--- src/design/spl_pkg.sv ---
// Types and constants for the sliding peak limiter.
// No dependencies; used by every file of the block.
package spl_pkg;

  localparam int MAX_WINDOW = 1024;
  localparam logic [30:0] GAIN_ONE = 31'h4000_0000;
  localparam int CFG_W = 16;
  localparam int CFG_ADDR_W = 2;

  // Configuration register indexes.
  localparam logic [CFG_ADDR_W-1:0] REG_LIMIT   = 2'd0;
  localparam logic [CFG_ADDR_W-1:0] REG_WINDOW  = 2'd1;
  localparam logic [CFG_ADDR_W-1:0] REG_RELEASE = 2'd2;

  // Divider step counts for the two divisions.
  localparam logic [4:0] DIV_STEPS_TARGET  = 5'd30;
  localparam logic [4:0] DIV_STEPS_RELEASE = 5'd31;

  typedef struct packed {
    logic signed [15:0] sample_in;
    logic               last_in_buffer;
  } in_item_t;

  typedef struct packed {
    logic signed [15:0] sample_out;
    logic               last_out;
  } out_item_t;

  // Request to the shared divider.
  typedef struct packed {
    logic        start;
    logic [15:0] rem_init;
    logic [30:0] num;
    logic [15:0] den;
    logic [4:0]  steps;
  } div_req_t;

  // Divider result.
  typedef struct packed {
    logic        done;
    logic [30:0] quot;
  } div_rsp_t;

endpackage

--- src/design/spl_divider.sv ---
// Restoring divider, one quotient bit per cycle, shared by the gain logic.
// Depends on spl_pkg for the request and response types.
module spl_divider (
  input  logic              clk,
  input  logic              rst_n,
  input  spl_pkg::div_req_t req,
  output spl_pkg::div_rsp_t rsp
);

  logic [15:0] rem_r;
  logic [30:0] num_r;
  logic [15:0] den_r;
  logic [4:0]  cnt_r;
  logic        busy_r;
  logic        done_r;
  logic [16:0] trial;
  logic        fits;

  // One trial subtraction per cycle.
  assign trial = {rem_r, num_r[30]};
  assign fits  = trial >= {1'b0, den_r};

  always_ff @(posedge clk) begin
    if (!rst_n) begin
      busy_r <= 1'b0;
      done_r <= 1'b0;
      cnt_r  <= '0;
    end else begin
      done_r <= 1'b0;
      if (req.start) begin
        busy_r <= 1'b1;
        cnt_r  <= req.steps;
      end else if (busy_r) begin
        cnt_r <= cnt_r - 5'd1;
        if (cnt_r == 5'd1) begin
          busy_r <= 1'b0;
          done_r <= 1'b1;
        end
      end
    end
  end

  // Quotient bits shift in as the dividend bits shift out.
  always_ff @(posedge clk) begin
    if (req.start) begin
      rem_r <= req.rem_init;
      num_r <= req.num;
      den_r <= req.den;
    end else if (busy_r) begin
      rem_r <= fits ? 16'(trial - {1'b0, den_r}) : trial[15:0];
      num_r <= {num_r[29:0], fits};
    end
  end

  assign rsp.done = done_r;
  assign rsp.quot = num_r;

endmodule

--- config.mk ---
export PLATFORM = sky130hd
export DESIGN_NAME = spl_divider
export DESIGN_NICKNAME = d
export VERILOG_FILES = /design/src/design/spl_pkg.sv /design/src/design/spl_divider.sv
export SDC_FILE = /design/constraint.sdc
export NUM_CORES = 1
export LEC_CHECK = 0
export BUFFER_PORTS_ARGS = -buffer_cell sky130_fd_sc_hd__buf_4
export CORE_MARGIN = 2
export CORE_UTILIZATION = 45
export DETAILED_ROUTE_END_ITERATION = 10
export PLACE_DENSITY = 0.81
export SETUP_SLACK_MARGIN = 0.1
export SLEW_MARGIN = 20
export SYNTH_ARGS = -nofsm -noshare
export SYNTH_HDL_FRONTEND = slang
export SYNTH_SLANG_ARGS = --single-unit
export TNS_END_PERCENT = 50
--- constraint.sdc ---
create_clock -name clk -period 2.94 [get_ports clk]
set_input_delay 0.147 -clock clk [delete_from_list [all_inputs] [get_ports clk]]
set_output_delay 0.147 -clock clk [all_outputs]
set_load 0.005 [all_outputs]
==> out/metrics.csv <==
metric;value;unit
clock_tree.root_cell;sky130_fd_sc_hd__clkbuf_8;
post-route-worst-setup-slack;0.207;ns
synthesis.instances;352;
run_status;completed;
achievable-frequency;366;MHz
drt_wl_total;9.99;mm
max-clock-path-buffers;2;
drt_first_iter_violations;439;
synth_nets;442;
core_region_area;8720;sq um
grt_pass1_wl;16.2;mm
wl_met3;867;microns
synth_seq_cells;70;
grt_antenna_before_repair;0;
tritoncts;yes;
grt_start_max_net_pins;71;
final.hold.worst_slack;0.0237;ns
final.period_utilization;92.9;%
worst_slew_margin_rel;44.3;%
seq_total_area_yosys;50.3;%
mappedNetlistArea;4040;sq um
irDropWorstVdd;0.437;mV
drc_errors;0;
clock-sinks;70;
cts_buffers;9;
maxSlewViolCount;0;
p_per_area;655;nW/um^2
wire_per_inst;17.2;microns
worst_ep_required_time;3.04;ns
hpwl;6.99;mm
chipHeight;98.8;microns
place.port_buffers;102;
drive_gt1_share;36.4;%
finalWeightedCongestion;0.944;
grt.total_usage;20.7;%
floorplan.die_area;9750;sq um
cts_max_level;3;
static-leakage-power;0.00215;uW
drt-met1-wl;4.12;mm
syn_area_per_cell;11.5;sq um
syn_to_final_growth;31.0;%
critical_path_peak_fanout;5;
clk-insertion-delay-late;0.35;ns
wl_met2;4.81;mm
grt_overflow_total;0;
vias_per_cell;5.67;
synthFlopType;sky130_fd_sc_hd__edfxtp_1;
report.final.hold_viol_count;0;
die_width;98.8;microns
worst_setup_start_kind;flop;
finalCriticalPeriod;2.73;ns
number_of_enable_flip_flop_cells_after_synthesis;63;
grt_pass1_vias;3377;
yosysWarnings;0;
place_worst_setup_slack;0.171;ns
final_net_count;558;
timing.setup.critical_path_class;reg2reg;
rows;34;
finalClockSkew;0.00822;ns
drt_pre_antenna_iters;6;
rsz0062_at_grt;false;
holdCritPathClass;in2reg;
cts.clk_slew.worst_paths;0.08;ns
finalPower;3470;uW
setup_total_negative_slack;0;ns
number_of_routed_nets_with_antenna_violations;0;
netlist-cell-type-count;62;
timing_worst_slew_pin_value;0.835;ns
ioPinCount;103;
async_flop_share;0;%
worst_ep_arrival_time;2.84;ns
top_layer;met4;
initial_core_util;46.3;%
maxCapViolCount;0;
critPathCaptureType;flop;
antenna-diode-count;0;
setup_viol_count_final;0;
detailroute.via_count;3294;
## Yosys cell counts (4+ instances only)
cell / n / area [sq um]
sky130_fd_sc_hd__a21o_1: 4 / 30.0
sky130_fd_sc_hd__a31oi_1: 10 / 62.6
sky130_fd_sc_hd__mux2_2: 31 / 349
sky130_fd_sc_hd__clkbuf_1: 8 / 30.0
sky130_fd_sc_hd__and2_1: 6 / 37.5
sky130_fd_sc_hd__a211oi_1: 4 / 30.0
sky130_fd_sc_hd__xnor2_1: 11 / 96.3
sky130_fd_sc_hd__nor4_1: 4 / 25.0
sky130_fd_sc_hd__nor2_1: 20 / 75.1
sky130_fd_sc_hd__ha_1: 18 / 225
sky130_fd_sc_hd__nand2_1: 20 / 75.1
sky130_fd_sc_hd__a21oi_1: 15 / 75.1
sky130_fd_sc_hd__nand3_1: 10 / 50.1
sky130_fd_sc_hd__inv_1: 19 / 71.3
sky130_fd_sc_hd__edfxtp_1: 63 / 1890
sky130_fd_sc_hd__o31ai_1: 4 / 30.0
sky130_fd_sc_hd__buf_2: 5 / 25.0
sky130_fd_sc_hd__dfxtp_1: 7 / 140
sky130_fd_sc_hd__nor2b_1: 4 / 25.0
sky130_fd_sc_hd__o21bai_1: 4 / 30.0
sky130_fd_sc_hd__o21ai_0: 18 / 90.1
sky130_fd_sc_hd__nand2b_1: 4 / 25.0
sky130_fd_sc_hd__nor3_1: 8 / 40.0
## placed cells by master (no fill, tap or decap), types with 3 or more instances in the layout
master                            n
sky130_fd_sc_hd__a21oi_1         15
sky130_fd_sc_hd__xnor2_1         11
sky130_fd_sc_hd__and2_1           5
sky130_fd_sc_hd__inv_1           19
sky130_fd_sc_hd__a21o_1           4
sky130_fd_sc_hd__nand2_1         20
sky130_fd_sc_hd__clkbuf_8         9
sky130_fd_sc_hd__nor2_1          20
sky130_fd_sc_hd__nor3_1           8
sky130_fd_sc_hd__buf_4          108
sky130_fd_sc_hd__dfxtp_1          7
sky130_fd_sc_hd__nor4_1           4
sky130_fd_sc_hd__edfxtp_1        63
sky130_fd_sc_hd__a31oi_1         10
sky130_fd_sc_hd__nand2b_1         4
sky130_fd_sc_hd__dlygate4sd3_1   16
sky130_fd_sc_hd__o21ai_0         18
sky130_fd_sc_hd__o21bai_1         4
sky130_fd_sc_hd__nand3_1         10
sky130_fd_sc_hd__nor2b_1          4
sky130_fd_sc_hd__mux2_2          31
sky130_fd_sc_hd__o31ai_1          4
sky130_fd_sc_hd__ha_1            18
sky130_fd_sc_hd__a211oi_1         3
## critical path, stage by stage, from the launching register on
cell                        delay, ns
sky130_fd_sc_hd__edfxtp_1        0.42
sky130_fd_sc_hd__inv_1           0.08
sky130_fd_sc_hd__ha_1            0.16
sky130_fd_sc_hd__inv_1           0.06
sky130_fd_sc_hd__fa_1            0.43
sky130_fd_sc_hd__a211oi_4        0.32
sky130_fd_sc_hd__nor3_1          0.11
sky130_fd_sc_hd__nor3_2          0.25
sky130_fd_sc_hd__a31o_2          0.24
sky130_fd_sc_hd__a2111oi_4       0.05
sky130_fd_sc_hd__a311o_1         0.36
## metrics by stage
stage | utilization [%] | std cells | area, sq um
after floorplan | - | 352 | 4040
after global placement | 56.1 | 548 | 4890
after detailed placement | 56.1 | 548 | 4890
after CTS | 60.4 | 580 | 5260
after global routing | 60.7 | 581 | 5290
final | 60.7 | 581 | 5290
## layout make-up
| class | instances | area (sq um) |
|---|---|---|
| Fill cell | 673 | 3430 |
| Clock inverter | 7 | 88.8 |
| Multi-Input combinational cell | 243 | 1870 |
| Tap cell | 108 | 135 |
| Sequential cell | 70 | 2030 |
| Inverter | 20 | 75.1 |
| Clock buffer | 9 | 124 |
| Timing Repair Buffer | 124 | 971 |
## kinds of logic after synthesis
logic type	Yosys count	share of synthesized area, %
xor gates and xnor gates	13	2.82
buffers and inverters	39	4.03
AOI/OAI and AO/OA	87	16.1
and+or+nand+nor	91	11.5
adders and majority gates	19	6.07
DFF	70	50.3
muxes	33	9.14
## metal layers
layer / vias up / track usage, %
met5: - / 0
met4: 0 / 6.01
met3: 25 / 6.88
met2: 160 / 33.8
met1: 1545 / 26.4
li1: 1564 / -
## what timing repair did
action | 4_1_cts | 5_1_grt
hold buffers | 16 | 0
buffers inserted | 0 | 1
endpoints found under the hold margin | 16 | 0
endpoints found under the setup margin | 0 | 4
resized for setup | 0 | 4
## state kept, by name, indices dropped and copies added (netlist names)
register and count:
den_r 16, done_r 1, num_r 31, rem_r 16, cnt_r 5, busy_r 1
## where the power goes
part	switching [uW]	internal (uW)
clock network	381	472
logic	687	590
registers	78.8	1260
## path summary, 6_finish.rpt
check,start,endpoint,slack (ns),cells past startpoint
worst min-delay path,req[0],cnt_r[0]$_SDFFE_PN0P_,0.02,2
worst max register to register,num_r[30]$_DFFE_PP_,rem_r[12]$_DFFE_PP_,0.21,10
worst min register to register,busy_r$_SDFF_PN0_,done_r$_SDFF_PP0_,0.55,2
worst max-delay path,num_r[30]$_DFFE_PP_,rem_r[12]$_DFFE_PP_,0.21,10
Power figures use the tool's default switching activity.
